[config.mk]
export PLATFORM = sky130hd
export DESIGN_NAME = path_point_spacing_filter
export DESIGN_NICKNAME = d
export VERILOG_FILES = /design/src/rtl/ppsf_pkg.sv /design/src/rtl/path_point_spacing_filter.sv
export SDC_FILE = /design/constraint.sdc
export NUM_CORES = 2
export LEC_CHECK = 0
export ABC_AREA = 1
export BUFFER_PORTS_ARGS = -buffer_cell sky130_fd_sc_hd__buf_2
export CAP_MARGIN = 20
export CORE_MARGIN = 2
export CORE_UTILIZATION = 60
export DETAILED_ROUTE_END_ITERATION = 6
export PLACE_DENSITY = 0.78
export SLEW_MARGIN = 20
export SYNTH_ARGS = -nofsm -noshare
export SYNTH_HDL_FRONTEND = slang
export SYNTH_SLANG_ARGS = --single-unit
[constraint.sdc]
create_clock -name clk -period 27.4 [get_ports clk]
set_input_delay 1.37 -clock clk [delete_from_list [all_inputs] [get_ports clk]]
set_output_delay 1.37 -clock clk [all_outputs]
set_load 0.005 [all_outputs]
[src/rtl/ppsf_pkg.sv]
// Package for the path point spacing filter: field widths, the point record
// and the helpers that pack and unpack stream words.
// Depends on nothing; used by path_point_spacing_filter.
package ppsf_pkg;

  // Field widths
  localparam int COORD_BITS   = 31;
  localparam int QUAT_BITS    = 16;
  localparam int SPEED_BITS   = 32;
  localparam int KIND_BITS    = 8;
  localparam int SPACING_BITS = 16;
  localparam int LIM_BITS     = 2 * SPACING_BITS;
  localparam int DIFF_BITS    = COORD_BITS + 1;

  // Stream word layout
  localparam int DATA_BITS  = 3 * COORD_BITS + 4 * QUAT_BITS + SPEED_BITS;
  localparam int TDATA_BITS = ((DATA_BITS + 7) / 8) * 8;
  localparam int PAD_BITS   = TDATA_BITS - DATA_BITS;

  // Spacing reset is 10 mm, kept here already squared
  localparam logic [LIM_BITS-1:0] LIM_RESET = LIM_BITS'(10 * 10);

  // Result queue
  localparam int FIFO_DEPTH = 4;
  localparam int PTR_BITS   = $clog2(FIFO_DEPTH);
  localparam int CNT_BITS   = PTR_BITS + 1;
  localparam logic [CNT_BITS-1:0] FIFO_ROOM2 = CNT_BITS'(FIFO_DEPTH - 2);
  localparam logic [CNT_BITS-1:0] FIFO_FULL  = CNT_BITS'(FIFO_DEPTH);

  typedef struct packed {
    logic signed [COORD_BITS-1:0] x;
    logic signed [COORD_BITS-1:0] y;
    logic signed [COORD_BITS-1:0] z;
    logic signed [QUAT_BITS-1:0]  qx;
    logic signed [QUAT_BITS-1:0]  qy;
    logic signed [QUAT_BITS-1:0]  qz;
    logic signed [QUAT_BITS-1:0]  qw;
    logic signed [SPEED_BITS-1:0] speed;
    logic [KIND_BITS-1:0]         kind;
    logic                         last;
  } point_t;

  // tdata: x, y, z, qx, qy, qz, qw, speed from the lowest bit up
  function automatic point_t unpack_point(input logic [TDATA_BITS-1:0] data,
                                          input logic [KIND_BITS-1:0]  kind,
                                          input logic                  last);
    point_t p;
    {p.speed, p.qw, p.qz, p.qy, p.qx, p.z, p.y, p.x} = data[DATA_BITS-1:0];
    p.kind = kind;
    p.last = last;
    return p;
  endfunction

  function automatic logic [TDATA_BITS-1:0] pack_point(input point_t p);
    return {{PAD_BITS{1'b0}}, p.speed, p.qw, p.qz, p.qy, p.qx, p.z, p.y, p.x};
  endfunction

endpackage

[src/rtl/path_point_spacing_filter.sv]
// Path point spacing filter: top level, one-pass keep/merge logic and a
// small result queue. Depends on ppsf_pkg.
//
// The filter passes on only points that lie farther than the spacing register
// (in the x-y plane) from the last kept point; a point that is too close is
// dropped and its speed folded into the kept point as a signed minimum. The
// first point of a path is always kept, and the point with tlast set flushes
// the held point with tlast set. In the input register the distance test and
// the held point update are done in a single pass (two 16x16 squares, one add
// and one compare), so one path point is taken per cycle while the result
// queue has room. Results leave through a four-entry queue, one per cycle
// while the receiver is ready; since a kept last point after a held point
// yields two results, the input waits whenever the queue holds more than two
// results. A write on the cfg port sets the spacing in mm (reset 10); write
// it only while the block is idle.
module path_point_spacing_filter (
  input  logic                           clk,
  input  logic                           rst,
  // spacing register write
  input  logic                           cfg_valid,
  output logic                           cfg_ready,
  input  logic [ppsf_pkg::SPACING_BITS-1:0] cfg_data,   // min_spacing_mm
  // input points
  input  logic                           s_axis_tvalid,
  output logic                           s_axis_tready,
  input  logic [ppsf_pkg::TDATA_BITS-1:0] s_axis_tdata,  // x, y, z, qx, qy, qz, qw, speed
  input  logic [ppsf_pkg::KIND_BITS-1:0]  s_axis_tuser,  // kind
  input  logic                           s_axis_tlast,
  // kept points
  output logic                           m_axis_tvalid,
  input  logic                           m_axis_tready,
  output logic [ppsf_pkg::TDATA_BITS-1:0] m_axis_tdata,  // x, y, z, qx, qy, qz, qw, speed
  output logic [ppsf_pkg::KIND_BITS-1:0]  m_axis_tuser,  // kind
  output logic                           m_axis_tlast
);

  // Squared spacing, worked out once per register write
  logic [ppsf_pkg::LIM_BITS-1:0] lim_sq;

  assign cfg_ready = 1'b1;

  always_ff @(posedge clk) begin
    if (rst) begin
      lim_sq <= ppsf_pkg::LIM_RESET;
    end else if (cfg_valid) begin
      lim_sq <= ppsf_pkg::LIM_BITS'(cfg_data) * ppsf_pkg::LIM_BITS'(cfg_data);
    end
  end

  // Input register
  logic              s1_valid;
  ppsf_pkg::point_t  s1;
  logic              s1_fire;
  logic [ppsf_pkg::CNT_BITS-1:0] count;

  assign s1_fire       = s1_valid && (count <= ppsf_pkg::FIFO_ROOM2);
  assign s_axis_tready = !s1_valid || s1_fire;

  always_ff @(posedge clk) begin
    if (rst) begin
      s1_valid <= 1'b0;
    end else if (s_axis_tready) begin
      s1_valid <= s_axis_tvalid;
    end
  end

  always_ff @(posedge clk) begin
    if (s_axis_tvalid && s_axis_tready) begin
      s1 <= ppsf_pkg::unpack_point(s_axis_tdata, s_axis_tuser, s_axis_tlast);
    end
  end

  // Held point
  logic              held_valid;
  ppsf_pkg::point_t  held;

  // Planar distance test
  logic signed [ppsf_pkg::DIFF_BITS-1:0]  dx, dy;
  logic [ppsf_pkg::DIFF_BITS-1:0]         adx, ady;
  logic [ppsf_pkg::LIM_BITS-1:0]          sqx, sqy;
  logic [ppsf_pkg::LIM_BITS:0]            sq_sum;
  logic                                   far;
  logic                                   keep;

  always_comb begin
    dx = ppsf_pkg::DIFF_BITS'(s1.x) - ppsf_pkg::DIFF_BITS'(held.x);
    dy = ppsf_pkg::DIFF_BITS'(s1.y) - ppsf_pkg::DIFF_BITS'(held.y);
    adx = dx[ppsf_pkg::DIFF_BITS-1] ? -dx : dx;
    ady = dy[ppsf_pkg::DIFF_BITS-1] ? -dy : dy;
    // any offset of 2^16 or more lies beyond the largest spacing
    far = (|adx[ppsf_pkg::DIFF_BITS-1:ppsf_pkg::SPACING_BITS]) ||
          (|ady[ppsf_pkg::DIFF_BITS-1:ppsf_pkg::SPACING_BITS]);
    sqx = ppsf_pkg::LIM_BITS'(adx[ppsf_pkg::SPACING_BITS-1:0]) *
          ppsf_pkg::LIM_BITS'(adx[ppsf_pkg::SPACING_BITS-1:0]);
    sqy = ppsf_pkg::LIM_BITS'(ady[ppsf_pkg::SPACING_BITS-1:0]) *
          ppsf_pkg::LIM_BITS'(ady[ppsf_pkg::SPACING_BITS-1:0]);
    sq_sum = {1'b0, sqx} + {1'b0, sqy};
    keep = !held_valid || far || (sq_sum > {1'b0, lim_sq});
  end

  // Results of this item: up to two pushes into the queue
  logic              push0, push1;
  ppsf_pkg::point_t  res0, res1;
  logic signed [ppsf_pkg::SPEED_BITS-1:0] min_speed;

  always_comb begin
    min_speed = (s1.speed < held.speed) ? s1.speed : held.speed;
    res1      = s1;
    res1.last = 1'b1;
    res0      = held;
    res0.last = 1'b0;
    push0     = 1'b0;
    push1     = 1'b0;
    if (keep && held_valid) begin
      push0 = s1_fire;
      push1 = s1_fire && s1.last;
    end else if (keep) begin
      res0  = res1;
      push0 = s1_fire && s1.last;
    end else begin
      res0.speed = min_speed;
      res0.last  = 1'b1;
      push0      = s1_fire && s1.last;
    end
  end

  // Held point update
  always_ff @(posedge clk) begin
    if (rst) begin
      held_valid <= 1'b0;
    end else if (s1_fire) begin
      held_valid <= !s1.last;
    end
  end

  always_ff @(posedge clk) begin
    if (s1_fire) begin
      if (keep) begin
        held <= s1;
      end else begin
        held.speed <= min_speed;
      end
    end
  end

  // Result queue
  ppsf_pkg::point_t                fifo_mem [ppsf_pkg::FIFO_DEPTH];
  logic [ppsf_pkg::PTR_BITS-1:0]   wr_ptr, rd_ptr;
  logic                            pop;
  logic [ppsf_pkg::CNT_BITS-1:0]   n_push;

  assign pop    = m_axis_tvalid && m_axis_tready;
  assign n_push = ppsf_pkg::CNT_BITS'(push0) + ppsf_pkg::CNT_BITS'(push1);

  always_ff @(posedge clk) begin
    if (rst) begin
      wr_ptr <= '0;
      rd_ptr <= '0;
      count  <= '0;
    end else begin
      wr_ptr <= wr_ptr + ppsf_pkg::PTR_BITS'(n_push);
      rd_ptr <= rd_ptr + ppsf_pkg::PTR_BITS'(pop);
      count  <= count + n_push - ppsf_pkg::CNT_BITS'(pop);
    end
  end

  always_ff @(posedge clk) begin
    if (push0) begin
      fifo_mem[wr_ptr] <= res0;
    end
    if (push1) begin
      fifo_mem[wr_ptr + ppsf_pkg::PTR_BITS'(1)] <= res1;
    end
  end

  // Output side
  assign m_axis_tvalid = (count != '0);
  assign m_axis_tdata  = ppsf_pkg::pack_point(fifo_mem[rd_ptr]);
  assign m_axis_tuser  = fifo_mem[rd_ptr].kind;
  assign m_axis_tlast  = fifo_mem[rd_ptr].last;

`ifndef SYNTH
  // Queue never overfills
  a_fifo_bound: assert property (@(posedge clk) disable iff (rst)
    count <= ppsf_pkg::FIFO_FULL)
    else $error("result queue overflow");

  // Two results only when a point was already held
  a_two_needs_held: assert property (@(posedge clk) disable iff (rst)
    push1 |-> (held_valid && push0))
    else $error("second result without held point");

  // A last item leaves nothing held
  a_last_clears: assert property (@(posedge clk) disable iff (rst)
    (s1_fire && s1.last) |=> !held_valid)
    else $error("held point survives path end");

  // Every last item produces a flush result marked last
  a_last_flush: assert property (@(posedge clk) disable iff (rst)
    (s1_fire && s1.last) |-> ((push1 && res1.last) || (!push1 && push0 && res0.last)))
    else $error("path end without flush");
`endif

endmodule

==> out/qor.yml <==
route:
  num_vias: 68962
  dr_wl_met3_mm: 21.6
  wire_per_inst_um: 19.4
  drt_iter0_markers: 6587
  routed_wl_mm: 237
  ant_nets: 0
  drc: 0
  highest_layer: "met5"
  wl_met1_mm: 91.1
  viasPerCell: 5.66
  dr.pass1.iters: 7
  met2_wirelength_mm: 114
placed_design:
  dp_hpwl_mm: 152
  portBuffers: 418
  place_area_mm2: 0.0894
  gp_congestion: 0.938
global_routing:
  overflow: 0
  first_global_vias: 69533
  grt_max_degree: 217
  antenna_found_initial: 23
  grt_pass1_wl_mm: 370
  grtUsageTotal: 0.321
logic_synthesis:
  synth_edf_count: 1183
  yosys.area_share.adder: 0.190
  synthMuxAreaShare: 0.0134
  synthesis.area_mm2: 0.0864
  synth_compound_area_frac: 0.0642
  synth_cell_types: 57
  ys_seq_area_frac: 0.421
  synthXorXnorAreaFrac: 0.0103
  synth-seq-cells: 1227
  synthArstFlopShare: 0
  synthSimpleGateAreaFrac: 0.213
  synth_cells: 9951
  yosysWarnings: 0
  syn_avg_cell_area_um2: 8.68
  synth_top_family_by_area: "simple AND/OR/NAND/NOR gates"
  synth_top_area_cell: "edfxtp_1"
  synth_top_area_share: 0.411
  synth_area_leaders: "edfxtp_1, nand2_1, fa_1"
  synth_ff_type: "edfxtp_1"
run_status:
  status: "finished, final reports clean"
sta:
  max_clock_freq_mhz: 54.4
  relSlewSlack: 0.201
  slew_viol_final: 0
  rsz0062_at_grt: "false"
  fin_crit_ns: 18.39
  fin_setup_tns_ns: 0
  hold_viol: 0
  setup_viol: 0
  worst_pin_slew_ns: 1.20
  period_share: 0.671
  skew_ns: 0.0655
cts:
  path_clk_slew_ns: 0.06
  clock_latency_ns: 0.81
  cts_setup_buffers: 0
  clockRootBuffer: "clkbuf_16"
  numCtsBuffers: 134
  cts_max_level: 4
  ctsHoldBuffers: 0
  cts_tree: "done"
  cts_buffer_depth: 3
  clock_sinks: 1227
  cts-resized-gates: 0
final_layout:
  layout-drive-gt1-share: 0.0862
  postLayoutCellArea_mm2: 0.0938
  nets: 11352
  fill_cells: 11296
  syn2layout_area_growth_pct: 8.55
floorplanning:
  start_util: 0.603
  row_count: 139
  die_area_mm2: 0.147
  die_h_um: 383
  core_mm2: 0.143
  die_w_um: 383
  ios: 426
critical_path:
  cpMaxStageDelayCell: "buf_4"
  cpMostUsedCell: "nand2_1"
  cp-end-kind: "flop"
  arrival_ns: 18.78
  critPathLaunchType: "flop"
  slowest_delay_ns: 0.88
  required_ns: 27.79
  critPathMaxFanout: 51
  criticalPathCategory: "flop to flop"
min_path:
  hp-class: "flop to flop"
job:
  maxCapViolations: 0
[worst paths after layout]
check                                    start               end  slack (ns)  depth (start not counted)
worst min register to register  fifo_mem[2][0]    fifo_mem[2][0]        0.45                          2
worst min-delay path            fifo_mem[2][0]    fifo_mem[2][0]        0.45                          2
worst max register to register       res1[180]  fifo_mem[1][143]        9.01                         67
worst max-delay path                 res1[180]  fifo_mem[1][143]        9.01                         67
[through the flow]
stage / utilization / hold slack, ns / worst slack (ns) / instances
2_1_floorplan: - / 0.424 / 3.96 / 9953
3_3_place_gp: 0.624 / 0.438 / 9.32 / 11919
3_5_place_dp: 0.624 / 0.437 / 9.23 / 11920
6_report: 0.655 / 0.452 / 9.01 / 12182
5_1_grt: 0.654 / 0.487 / 8.00 / 12172
4_1_cts: 0.654 / 0.451 / 9.12 / 12160
[kinds of logic after synthesis]
group                    Yosys count
XOR/XNOR                         100
buffers and inverters           1847
adder cells (fa/ha/maj)          977
flip-flops                      1227
AO/OA/AOI/OAI                   1014
AND/OR/NAND/NOR                 4681
multiplexers                     103
other                              2
[cells in the mapped netlist (8+ instances only)]
master    number
ha_1         422
inv_1       1379
fa_1         555
o211ai_1       9
o21ai_0      492
clkbuf_1     246
xnor2_1       30
o22ai_1      198
a21boi_0       8
nand3_1      230
nand3b_1      10
nor3_1        23
nand2_1     3413
o21bai_1      22
mux2_2       103
buf_2         83
nor2_2        17
inv_2         35
dfxtp_1       44
nand4_1       89
xor2_1        69
nand2_2       13
buf_4         25
buf_6         65
edfxtp_1    1183
a21oi_1      244
nor2_1       851
[flip-flops by register name, summed over array words and instances, names as in the netlist]
name / count
held: 197
count: 3
s1_valid: 1
wr_ptr: 2
s1: 1
res1: 197
lim_sq: 31
rd_ptr: 2
fifo_mem: 792
held_valid: 1
[cell type report]
cell class,count,area [µm²],share of cell area
Multi-Input combinational cell,6879,42500,0.453
Tap cell,1903,2380,0.0254
Clock buffer,171,3610,0.0385
Antenna cell,22,55.1,0.000587
Sequential cell,1227,36400,0.388
Clock inverter,69,728,0.00776
Timing Repair Buffer,490,2770,0.0295
Inverter,1421,5370,0.0572
[critical path, delay by kind of cell, from the launching register on]
kind            cells  cell delay (ns)
fa+ha+maj          11             5.19
xor+xnor            2             0.96
compound gates     11             2.94
simple gates       30             4.39
flops               1             0.50
buf+inv            13             3.76
[metal layers]
metal,up-vias,GRT usage
li1,32148,-
met2,3388,0.539
met4,14,0.147
met1,32759,0.412
met3,653,0.0484
met5,-,0
[cell usage in the layout, fill, tap and decap left out, types with 10 or more instances in the layout]
| cell type | instances |
|---|---|
| inv_2 | 30 |
| clkbuf_16 | 138 |
| nand3_1 | 229 |
| mux2_2 | 103 |
| a21oi_1 | 244 |
| edfxtp_1 | 1183 |
| o22ai_1 | 198 |
| xnor2_1 | 29 |
| fa_1 | 555 |
| nor3_1 | 23 |
| nand2_2 | 13 |
| o21bai_1 | 22 |
| bufinv_16 | 10 |
| nor2_2 | 17 |
| buf_4 | 62 |
| inv_1 | 1379 |
| nand2_1 | 3409 |
| xor2_1 | 68 |
| dfxtp_1 | 41 |
| clkinv_2 | 12 |
| o21ai_0 | 492 |
| clkbuf_1 | 30 |
| clkinv_1 | 33 |
| diode_2 | 22 |
| nor2_1 | 849 |
| ha_1 | 422 |
| nand3b_1 | 10 |
| nand4_1 | 89 |
| buf_2 | 418 |
Power is not shown: default switching activity piles up to over one toggle a cycle in this logic, so the estimate is an artifact.
